### src/rtl/sltab_pkg.sv
// Shared types and constants for the sorted line table.
// Holds the entry layout, result status codes and the controller/datapath interface.
// No dependencies.
`timescale 1ns / 1ps

package sltab_pkg;

    localparam int KEY_W       = 16;
    localparam int HDL_W       = 16;
    localparam int IN_TDATA_W  = 32;   // line_number, text_handle
    localparam int OUT_TDATA_W = 40;   // 37 bits of fields, padded to 5 bytes
    localparam int OUT_FIELD_W = 37;

    typedef enum logic [2:0] {
        ST_APPENDED = 3'd0,
        ST_INSERTED = 3'd1,
        ST_REPLACED = 3'd2,
        ST_REMOVED  = 3'd3,
        ST_FULL     = 3'd4
    } t_status;

    typedef struct packed {
        logic [KEY_W-1:0] key;
        logic [HDL_W-1:0] handle;
    } t_entry;

    // Controller to datapath
    typedef struct packed {
        logic    load_in;     // latch the input item
        logic    scan_start;  // read the last entry, pos := count
        logic    scan_take;   // keep entry under the pointer as candidate
        logic    ptr_dec;     // read one entry lower
        logic    ptr_inc;     // read one entry higher
        logic    shup_start;  // read the last entry for an upward shift
        logic    shup_move;   // entry under pointer goes one place up
        logic    shdn_start;  // read the entry above the candidate
        logic    shdn_move;   // entry under pointer goes one place down
        logic    put_new;     // write the latched key and handle at pos
        logic    cnt_inc;
        logic    cnt_dec;
        logic    set_res;     // record result status
        t_status res_status;
        logic    out_load;    // move the result into the output register
    } t_dp_cmd;

    // Datapath to controller
    typedef struct packed {
        logic cnt_zero;
        logic full;
        logic less;      // key read this cycle is below the offered key
        logic ptr_zero;
        logic ptr_top;   // pointer at the last held entry
        logic at_pos;    // pointer at the candidate position
        logic append;    // candidate position equals the count
        logic found;     // candidate holds the offered key
        logic empty;     // offered text is empty
        logic pos_top;   // candidate is the last held entry
    } t_dp_sts;

endpackage

### src/rtl/sltab_ctrl.sv
// Controller of the sorted line table: sequences scan, shift and write steps.
// Depends on sltab_pkg; drives sltab_dp through t_dp_cmd.
`timescale 1ns / 1ps

module sltab_ctrl
    import sltab_pkg::*;
(
    input  logic    i_clk,
    input  logic    i_rst_n,
    input  logic    i_s_tvalid,
    output logic    o_s_tready,
    output logic    o_m_tvalid,
    input  logic    i_m_tready,
    input  t_dp_sts i_sts,
    output t_dp_cmd o_cmd
);

    typedef enum logic [2:0] {
        S_IDLE,
        S_SCAN,
        S_DECIDE,
        S_SHUP,
        S_INSWR,
        S_SHDN,
        S_FIN
    } t_state;

    t_state r_state;
    t_state n_state;
    logic   r_out_valid;
    logic   n_out_valid;

    assign o_s_tready = (r_state == S_IDLE);
    assign o_m_tvalid = r_out_valid;

    always_comb begin
        o_cmd            = '0;
        o_cmd.res_status = ST_APPENDED;
        n_state          = r_state;
        n_out_valid      = r_out_valid && !i_m_tready;
        unique case (r_state)
            S_IDLE: begin
                if (i_s_tvalid) begin
                    o_cmd.load_in    = 1'b1;
                    o_cmd.scan_start = 1'b1;
                    n_state          = i_sts.cnt_zero ? S_DECIDE : S_SCAN;
                end
            end
            S_SCAN: begin
                if (i_sts.less) begin
                    n_state = S_DECIDE;
                end else begin
                    o_cmd.scan_take = 1'b1;
                    if (i_sts.ptr_zero) begin
                        n_state = S_DECIDE;
                    end else begin
                        o_cmd.ptr_dec = 1'b1;
                    end
                end
            end
            S_DECIDE: begin
                o_cmd.set_res = 1'b1;
                if (!i_sts.found) begin
                    if (i_sts.full) begin
                        o_cmd.res_status = ST_FULL;
                        n_state          = S_FIN;
                    end else if (i_sts.append) begin
                        o_cmd.res_status = ST_APPENDED;
                        o_cmd.put_new    = 1'b1;
                        o_cmd.cnt_inc    = 1'b1;
                        n_state          = S_FIN;
                    end else begin
                        o_cmd.res_status = ST_INSERTED;
                        o_cmd.shup_start = 1'b1;
                        n_state          = S_SHUP;
                    end
                end else if (i_sts.empty) begin
                    o_cmd.res_status = ST_REMOVED;
                    if (i_sts.pos_top) begin
                        o_cmd.cnt_dec = 1'b1;
                        n_state       = S_FIN;
                    end else begin
                        o_cmd.shdn_start = 1'b1;
                        n_state          = S_SHDN;
                    end
                end else begin
                    o_cmd.res_status = ST_REPLACED;
                    o_cmd.put_new    = 1'b1;
                    n_state          = S_FIN;
                end
            end
            S_SHUP: begin
                o_cmd.shup_move = 1'b1;
                if (i_sts.at_pos) begin
                    n_state = S_INSWR;
                end else begin
                    o_cmd.ptr_dec = 1'b1;
                end
            end
            S_INSWR: begin
                o_cmd.put_new = 1'b1;
                o_cmd.cnt_inc = 1'b1;
                n_state       = S_FIN;
            end
            S_SHDN: begin
                o_cmd.shdn_move = 1'b1;
                if (i_sts.ptr_top) begin
                    o_cmd.cnt_dec = 1'b1;
                    n_state       = S_FIN;
                end else begin
                    o_cmd.ptr_inc = 1'b1;
                end
            end
            S_FIN: begin
                if (!r_out_valid || i_m_tready) begin
                    o_cmd.out_load = 1'b1;
                    n_out_valid    = 1'b1;
                    n_state        = S_IDLE;
                end
            end
            default: begin
                n_state = S_IDLE;
            end
        endcase
    end

    always_ff @(posedge i_clk) begin
        if (!i_rst_n) begin
            r_state     <= S_IDLE;
            r_out_valid <= 1'b0;
        end else begin
            r_state     <= n_state;
            r_out_valid <= n_out_valid;
        end
    end

endmodule

### config.mk
export PLATFORM = sky130hd
export DESIGN_NAME = sltab_ctrl
export DESIGN_NICKNAME = d
export VERILOG_FILES = /design/src/rtl/sltab_pkg.sv /design/src/rtl/sltab_ctrl.sv
export SDC_FILE = /design/constraint.sdc
export NUM_CORES = 1
export LEC_CHECK = 0
export BUFFER_PORTS_ARGS = -buffer_cell sky130_fd_sc_hd__buf_2
export CAP_MARGIN = 20
export CORE_AREA = 2 2 39 41
export CTS_BUF_LIST = sky130_fd_sc_hd__clkbuf_2
export CTS_CLUSTER_SIZE = 24
export DETAILED_ROUTE_END_ITERATION = 8
export DIE_AREA = 0 0 41 43
export PLACE_DENSITY = 0.74
export SYNTH_ARGS = -nofsm -noshare
export SYNTH_HDL_FRONTEND = slang
export SYNTH_SLANG_ARGS = --single-unit
### constraint.sdc
create_clock -name i_clk -period 3.35 [get_ports i_clk]
set_input_delay 0.1675 -clock i_clk [delete_from_list [all_inputs] [get_ports i_clk]]
set_output_delay 0.1675 -clock i_clk [all_outputs]
set_load 0.005 [all_outputs]
* Word level (Yosys, flattened, before mapping)
Cells that the tools add are included.
** Word-level totals
- Bits in registers :: 4
- Input port bits :: 14
- Output and inout port bits :: 19
- Word-level logic and storage cells :: 71
** Cells by class
- Equal/unequal tests :: 11
- Muxes and demuxes :: 52
- Reductions and logical operators :: 6
** Operators by type and width (number)
- 3-bit 2-to-1 mux :: 11
- 1-bit 2-to-1 mux :: 28
- 3-bit one-hot mux with 7 select lines :: 1
- 2-bit 2-to-1 mux :: 8
- 3-bit equality test, second input constant :: 3
- 2-bit != test, second input constant :: 4
- 3-bit by 2-bit equality test with 1-bit output, second input constant :: 2
- 5-bit AND reduction :: 1
- 4-bit 2-to-1 mux :: 1
- 1-bit one-hot mux with 2 select lines :: 2
- 2-bit one-hot mux with 2 select lines :: 1
- 3-bit by 1-bit equality test with 1-bit output, second input constant :: 1
- 3-bit logical NOT :: 1
- 3-bit != test, second input constant :: 1
- 1-bit logical NOT :: 2
- 1-bit logical AND :: 1
- 1-bit logical OR :: 1

* Depth between registers and ports, before layout
Gate-level depths: netlist (run 1).
- Depth after elaboration :: 4
- Depth in mapped cells :: 5
- Depth with buffers taken out :: 4

* Worst setup path after synthesis (run 1)
OpenSTA, ideal clock, no wires.
- Path kind :: reg2out
- Start point :: reg r_state[1]
- End point :: out o_cmd[7] (netlist name)
- Arrival time :: 1.279 ns
- Required time :: 3.182 ns
- Slack :: 1.903 ns
- Cell stages (with the launch flop) :: 6
- Path buffers :: 1
- Cell sequence :: dfxtp_1 > buf_2 > nand2_1 > or4_1 > a21oi_1 > a21o_1
** RTL lines
- from (decl) :: RTL line sltab_ctrl.sv:28 : t_state r_state;
- from (signal assigned) :: RTL line sltab_ctrl.sv:132 : r_state <= n_state;
- to (decl) :: RTL line sltab_ctrl.sv:15 : output t_dp_cmd o_cmd

==> results of run 1 <==
-- registers in the layout, indices dropped and copies added, names as in the netlist --
name	count
o_m_tvalid	1
r_state	3
-- worst max-delay path, delay by kind of cell, from the launching register on --
kind,cells,cell delay [ps]
AND/OR/NAND/NOR,2,480
flip-flops,1,550
buffers and inverters,1,100
AO/OA/AOI/OAI,2,300
-- power breakdown --
part / switching, W / internal [W] / total (W)
logic: 0.0000976 / 0.0000961 / 0.000194
clock network: 0.0000211 / 0.0000241 / 0.0000452
registers: 0.0000392 / 0.0000623 / 0.000102
-- metrics by stage --
step / cells / utilization / total power, W / hold WS, ps
final: 109 / 0.428 / 0.000340 / 208
after CTS: 109 / 0.428 / 0.000343 / 193
after detailed placement: 106 / 0.417 / 0.000296 / 417
after global routing: 109 / 0.428 / 0.000380 / 187
after global placement: 106 / 0.417 / 0.000292 / 417
after floorplan: 62 / - / 0.000241 / 285
-- cells by family after synthesis --
logic type	Yosys count	share of synthesized area
AND/OR/NAND/NOR	36	0.493
buffers and inverters	7	0.107
AO/OA/AOI/OAI	15	0.214
flip-flops	4	0.186
-- routing by layer --
metal | vias to the layer above | wire length [µm]
met4 | 0 | 5
met1 | 238 | 559
met2 | 30 | 480
met5 | - | 0
met3 | 2 | 114
li1 | 286 | -
-- cell usage after synthesis, drive strengths merged --
cell    count
nor2b       2
nand3       2
and3        1
nor3b       2
nand2b      2
nand4b      1
a21o        1
or2b        1
dfxtp       4
o21ai       3
inv         3
o21a        2
nor3        6
o211ai      1
or4         2
nor2        4
or3         3
a21oi       6
o41ai       2
and2        2
buf         4
nand2       7
and3b       1
-- final timing paths --
path	slack, ps	start	end	cells after the start
max	1530	r_state[1]	o_cmd[7]	5
min	210	i_rst_n	o_m_tvalid	2
max reg2reg	1700	r_state[1]	r_state[2]	4
min reg2reg	690	o_m_tvalid	o_m_tvalid	2
-- final cells by class --
type / count / area share
tap: 16 / 0.0338
sequential: 4 / 0.135
clock buffer: 3 / 0.0254
inverter: 3 / 0.0190
multi-input combinational: 51 / 0.516
timing repair buffer: 32 / 0.271
==> metrics.yaml, run 1 <==
outcome: "finished clean"
final.fill_count: 145
layout-drive-gt1-share: 0.419
design.die.area_um2: 1760
grt.met1_usage: 0.213
endpoint_kind: "output port"
final_cell_mix: "buf_2 (32), nand2_1 (7), nor3_1 (6), a21oi_1 (6)"
ioPinCount: 33
cts_tree: "built"
grt_overflow_total: 0
cts.path.max_buffers: 2
vdd_drop_max_mv: 0.227
ys_types: 27
max_stage_delay_ps: 550
finalCritPeriodShare: 0.543
cts_hold_buf: 0
core_um2: 1380
ys_seq_area_frac: 0.186
cts_buffers: 3
diodes: 0
synthesis.area_um2: 432
synth_warnings: 0
final_common_cell: "buf_2"
seq_area_um2: 80.1
vias: 556
crit_path_max_fanout: 14
leakage_nw: 0.315
worstSkewPairLatency_ps: 210
powerDensity_nw_per_um2: 575
start_util: 0.312
track_usage: 0.148
numClockSinks: 4
grt_use_met2: 0.178
startpoint_type: "flop"
clk_pin_slew_ps: 50
relSlewSlack: 0.721
finClkSkew_ps: 10.6
post-route-min-period_ps: 1820
slowest_stage: "dfxtp_1"
dp_hpwl_um: 918
critPathKind: "reg -> out"
timing.final.ws_setup_ps: 1530
fmax_mhz: 550
synth.area.top_cells: "dfxtp_1 (19%), a21oi_1 (7.0%), nor3_1 (7.0%)"
numPortBuffers: 32
setup_viol: 0
crit_chain: "nand2_1 > or4_1 > a21oi_1 > a21o_1 > buf_2"
wirelength_um: 1160
first_global_vias: 416
first_iter_violations: 17
maxCapViolCount: 0
place_area_um2: 577
num-nets-final: 109
drt-pass1-iter-count: 4
rsz0062_at_grt: "false"
postCtsResizedCells: 0
dp_slack_ps: 1720
required_ps: 3180
route.detailed.drc: 0
grt_first_pass_wirelength_um: 1750
postRouteAntennaNets: 0
multi_input_area_um2: 305
use_met3: 0.0628
crit_arrival_ps: 1650
viasPerCell: 5.10
globalplace.congestion: 0.830
wire_per_inst_um: 10.6
ctsHtreeMaxLevel: 1
tns_ps: 0
grt_antenna_before_repair: 0
synth_seq_cells: 4
syn_to_final_growth_pct: 37.1
rows: 14
die_h_um: 43
root_buffer: "clkbuf_2"
synth_cells: 62
yosysTopAreaCellShare: 0.186
postSynthAreaPerCell_um2: 6.96
finalInstanceArea_um2: 592
synth_top_area_cell: "dfxtp_1"
grt_max_degree: 15
worst_pin_slew_ps: 419
die_width_um: 41
synth.net_count: 76
post_cts.repair.setup_buffers: 0
busiest_layer: "met1"
slew_viol_final: 0
final_hold_viol_count: 0
holdCritPathClass: "in -> reg"
No activity file was read; power rests on OpenSTA's default activity.
==> run 2: changes to the inputs <==
PLACE_DENSITY = 0.77   (was 0.74)
clock period = 1.64 ns   (was 3.35 ns; I/O delays follow)
==> metrics.yaml, run 2 (same netlist as run 1, synthesis figures left out) <==
cts.path.max_buffers: 2  # unchanged
postRouteAntennaNets: 0  # unchanged
worst_pin_slew_ps: 282  # was 419 ps
rows: 14  # unchanged
worstSkewPairLatency_ps: 200  # was 210 ps
crit_arrival_ps: 1690  # was 1650 ps
required_ps: 1760  # was 3180 ps
ctsHtreeMaxLevel: 1  # unchanged
critPathKind: "reg -> reg"  # was reg -> out
design.die.area_um2: 1760  # unchanged
track_usage: 0.152  # was 0.148
syn_to_final_growth_pct: 45.8  # was 37.1%
max_stage_delay_ps: 490  # was 550 ps
vdd_drop_max_mv: 0.687  # was 0.227 mV
final_hold_viol_count: 0  # unchanged
p_int_w: 0.000417  # was 0.000183 W
vias: 572  # was 556
wirelength_um: 1260  # was 1160 µm
powerDensity_nw_per_um2: 1210  # was 575 nW/µm²
crit_chain: "buf_4 > and3b_4 > nor2b_4 > or4_1 > a21oi_1"  # was nand2_1 > or4_1 > a21oi_1 > a21o_1 > buf_2
globalplace.congestion: 0.862  # was 0.830
viasPerCell: 5.11  # was 5.10
final_common_cell: "buf_2"  # unchanged
fmax_mhz: 638
cts_tree: "built"  # unchanged
first_global_vias: 467  # was 416
startpoint_type: "flop"  # unchanged
seqPwrFrac: 0.244  # was 0.298
setup_viol: 0  # unchanged
drt-pass1-iter-count: 4  # unchanged
slowest_stage: "or4_1"  # was dfxtp_1
finClkSkew_ps: 2.35  # was 10.6 ps
critical_path_buf_inv_count: 1  # unchanged
hold_slack_ps: 124  # was 208 ps
dp_hpwl_um: 1020  # was 918 µm
slew_viol_final: 0  # unchanged
critical_path.top_delay_family: "simple AND/OR/NAND/NOR gates"  # was flip-flops
finalCritPeriodShare: 0.956
endpoint_kind: "flop"  # was output port
cts_buffers: 3  # unchanged
cts_hold_buf: 0  # unchanged
root_buffer: "clkbuf_2"  # unchanged
power.switching_w: 0.000343  # was 0.000158 W
power_frac_comb: 0.643  # was 0.569
post_cts.repair.setup_buffers: 0  # unchanged
route.detailed.drc: 0  # unchanged
postCtsResizedCells: 0  # unchanged
wire_per_inst_um: 11.3  # was 10.6 µm
top_register: "r_state"  # unchanged
final_cell_mix: "buf_2 (32), nand2_1 (7), nor3_1 (6)"  # was buf_2 (32), nand2_1 (7), nor3_1 (6), a21oi_1 (6)
power.clock.fraction: 0.114  # was 0.133
leakage_nw: 0.331  # was 0.315 nW
post-route-util: 0.455  # was 0.428
start_util: 0.312  # unchanged
num-nets-final: 112  # was 109
die_width_um: 41  # unchanged
crit_path_max_fanout: 7  # was 14
grt_overflow_total: 0  # unchanged
grt_antenna_before_repair: 0  # unchanged
numClockSinks: 4  # unchanged
first_iter_violations: 11  # was 17
holdCritPathClass: "in -> reg"  # unchanged
maxCapViolCount: 0  # unchanged
grt_max_degree: 11  # was 15
largest_register_ffs: 3  # unchanged
relSlewSlack: 0.810  # was 0.721
post-route-min-period_ps: 1570
diodes: 0  # unchanged
die_h_um: 43  # unchanged
outcome: "finished clean"  # unchanged
layout-drive-gt1-share: 0.490  # was 0.419
clk_pin_slew_ps: 40  # was 50 ps
ioPinCount: 33  # unchanged
grt_first_pass_wirelength_um: 1900  # was 1750 µm
p_sw_frac: 0.452  # was 0.464
core_um2: 1380  # unchanged
numPortBuffers: 32  # unchanged
[run 2: layer usage]
layer	up-vias	track usage	part of all wire
met1	261	0.229	0.47
met3	0	0.0471	0.071
met2	20	0.200	0.45
met5	-	0	0
met4	0	0.0467	0
li1	291	-	-
[run 2: worst paths after layout]
check / startpoint / slack (ps) / cells after the start / end
setup / recovery: r_state[2] / 70 / 5 / r_state[1]
hold / removal: i_rst_n / 120 / 2 / o_m_tvalid
hold reg to reg: o_m_tvalid / 690 / 2 / o_m_tvalid
setup reg to reg: r_state[2] / 70 / 5 / r_state[1]
[run 2: final cells by class]
class / instances / area [µm²]
Clock buffer: 3 / 15.0
Fill cell: 142 / 754
Inverter: 3 / 11.3
Multi-Input combinational cell: 51 / 319
Sequential cell: 4 / 81.3
Tap cell: 16 / 20.0
Timing Repair Buffer: 35 / 183
[run 2: power groups by stage]
stage          logic [W]  registers, W  clock network [W]
6_report        0.000488      0.000185          0.0000864
5_1_grt         0.000537      0.000192          0.0000985
4_1_cts         0.000467      0.000179          0.0000929
3_5_place_dp    0.000466      0.000181                  0
3_3_place_gp    0.000458      0.000178                  0
2_1_floorplan   0.000346      0.000147                  0
[run 2: metrics by stage]
step	worst slack, ps	area (µm²)	std cells	setup TNS, ps	power (W)
floorplan	224	432	62	0	0.000493
global placement	105	599	109	0	0.000635
detailed placement	67.0	599	109	0	0.000646
CTS	12.7	614	112	0	0.000739
global route	-19.7	629	112	-19.7	0.000828
finish	72.5	629	112	0	0.000760
==> run 3: changes to the inputs <==
clock period = 1.4 ns   (was 1.64 ns; I/O delays follow)
==> metrics.yaml, run 3 (same netlist as run 1, synthesis figures left out) <==
outcome: "finished, violations left"  # was finished clean
violations: "negative setup slack"
crit_path_max_fanout: 4  # was 7
layout-drive-gt1-share: 0.649  # was 0.490
viasPerCell: 5.74  # was 5.11
holdCritPathClass: "in -> reg"  # unchanged
finalCritPeriodShare: 1.15
globalplace.congestion: 0.802  # was 0.862
leakage_nw: 0.442  # was 0.331 nW
design.die.area_um2: 1760  # unchanged
cts_hold_buf: 0  # unchanged
core_um2: 1380  # unchanged
wirelength_um: 2000  # was 1260 µm
maxCapViolCount: 0  # unchanged
track_usage: 0.213  # was 0.152
grt.met1_usage: 0.256  # was 0.229
worst_pin_slew_ps: 506  # was 282 ps
numPortBuffers: 32  # unchanged
postRouteAntennaNets: 0  # unchanged
num-nets-final: 127  # was 112
syn_to_final_growth_pct: 99.4  # was 45.8%
powerDensity_nw_per_um2: 1560  # was 1210 nW/µm²
drt-pass1-iter-count: 4  # unchanged
first_iter_violations: 22  # was 11
post-route-min-period_ps: 1610
setup_viol: 12  # was 0
busiest_layer: "met2"  # was met1
relSlewSlack: 0.658  # was 0.810
largest_register_ffs: 3  # unchanged
slowest_stage: "or4_4"  # was or4_1
use_met3: 0.0419  # was 0.0471
final_common_cell: "buf_2"  # unchanged
dp_hpwl_um: 1140  # was 1020 µm
timing.final.ws_setup_ps: -207  # was 72.5 ps
final_hold_viol_count: 0  # unchanged
endpoint_kind: "output port"  # was flop
ioPinCount: 33  # unchanged
cts_tree: "built"  # unchanged
grt_use_met2: 0.341  # was 0.200
ctsHtreeMaxLevel: 1  # unchanged
grt_max_degree: 9  # was 11
worstSkewPairLatency_ps: 230  # was 200 ps
crit_chain: "buf_6 > or4_4 > a21oi_4 > a21o_1 > buf_2"  # was buf_4 > and3b_4 > nor2b_4 > or4_1 > a21oi_1
wire_per_inst_um: 15.8  # was 11.3 µm
cts.path.max_buffers: 2  # unchanged
required_ps: 1330  # was 1760 ps
fmax_mhz: 622
crit_arrival_ps: 1540  # was 1690 ps
cts_buffers: 3  # unchanged
rows: 14  # unchanged
clk_pin_slew_ps: 50  # was 40 ps
start_util: 0.312  # unchanged
root_buffer: "clkbuf_2"  # unchanged
vdd_drop_max_mv: 0.737  # was 0.687 mV
die_width_um: 41  # unchanged
critPathKind: "reg -> out"  # was reg -> reg
numClockSinks: 4  # unchanged
post-route-util: 0.622  # was 0.455
route.detailed.drc: 0  # unchanged
grt_antenna_before_repair: 0  # unchanged
startpoint_type: "flop"  # unchanged
grt_first_pass_wirelength_um: 2540  # was 1900 µm
top_register: "r_state"  # unchanged
slew_viol_final: 0  # unchanged
final_cell_mix: "buf_2 (30), buf_4 (11), buf_6 (9)"  # was buf_2 (32), nand2_1 (7), nor3_1 (6)
finClkSkew_ps: 10.7  # was 2.35 ps
grt_overflow_total: 0  # unchanged
die_h_um: 43  # unchanged
max_stage_delay_ps: 530  # was 490 ps
diodes: 0  # unchanged
rsz0062_at_grt: "true"
tns_ps: -1150  # was 0 ps
vias: 729  # was 572
first_global_vias: 594  # was 467
## run 3: through the flow
step	cell area (µm²)	total power [W]	hold slack, ps	cells	worst slack [ps]
final	861	0.00135	99.2	127	-207
after global routing	861	0.00142	111	127	-252
after global placement	667	0.000847	321	118	-80.2
after floorplan	432	0.000578	161	62	1.09
after detailed placement	667	0.000860	331	118	-104
after CTS	779	0.00113	93.7	125	-204
## run 3: final timing paths
path,startpoint,endpoint,slack [ps],cells past startpoint
max reg2reg,r_state[2],r_state[1],-200,6
min,i_rst_n,o_m_tvalid,100,2
max,r_state[2],o_cmd[7],-210,5
min reg2reg,r_state[2],r_state[0],670,4
## run 3: final cells by class
| type | instances | area, µm² |
|---|---|---|
| flip-flops and latches | 4 | 85.1 |
| repair buffers | 50 | 334 |
| inverters | 3 | 11.3 |
| fillers | 124 | 523 |
| multi-input cells | 51 | 395 |
| clock buffers | 3 | 15.0 |
| well taps | 16 | 20.0 |
## run 3: critical path, delay by kind of cell, from the launching register on
kind / cells / cell delay (ps)
flip-flops: 1 / 320
AO/OA/AOI/OAI: 2 / 250
AND/OR/NAND/NOR: 1 / 530
buffers and inverters: 2 / 220
## run 3: where the power goes
| part | switching (W) | total, W | internal (W) |
|---|---|---|---|
| Clock | 0.0000559 | 0.000114 | 0.0000576 |
| Combinational | 0.000496 | 0.00103 | 0.000537 |
| Sequential | 0.0000421 | 0.000200 | 0.000158 |
| Total | 0.000594 | 0.00135 | 0.000752 |
## run 3: per-layer routing
metal	vias up	share of wire
met5	-	0
met3	5	0.076
li1	319	-
met4	0	0.024
met2	56	0.55
met1	349	0.35
## run 3: what timing repair did
item / CTS / global route
pin swaps: 4 / 7
setup endpoints to repair: 11 / 14
gates resized for setup: 17 / 14
setup buffers: 4 / 3
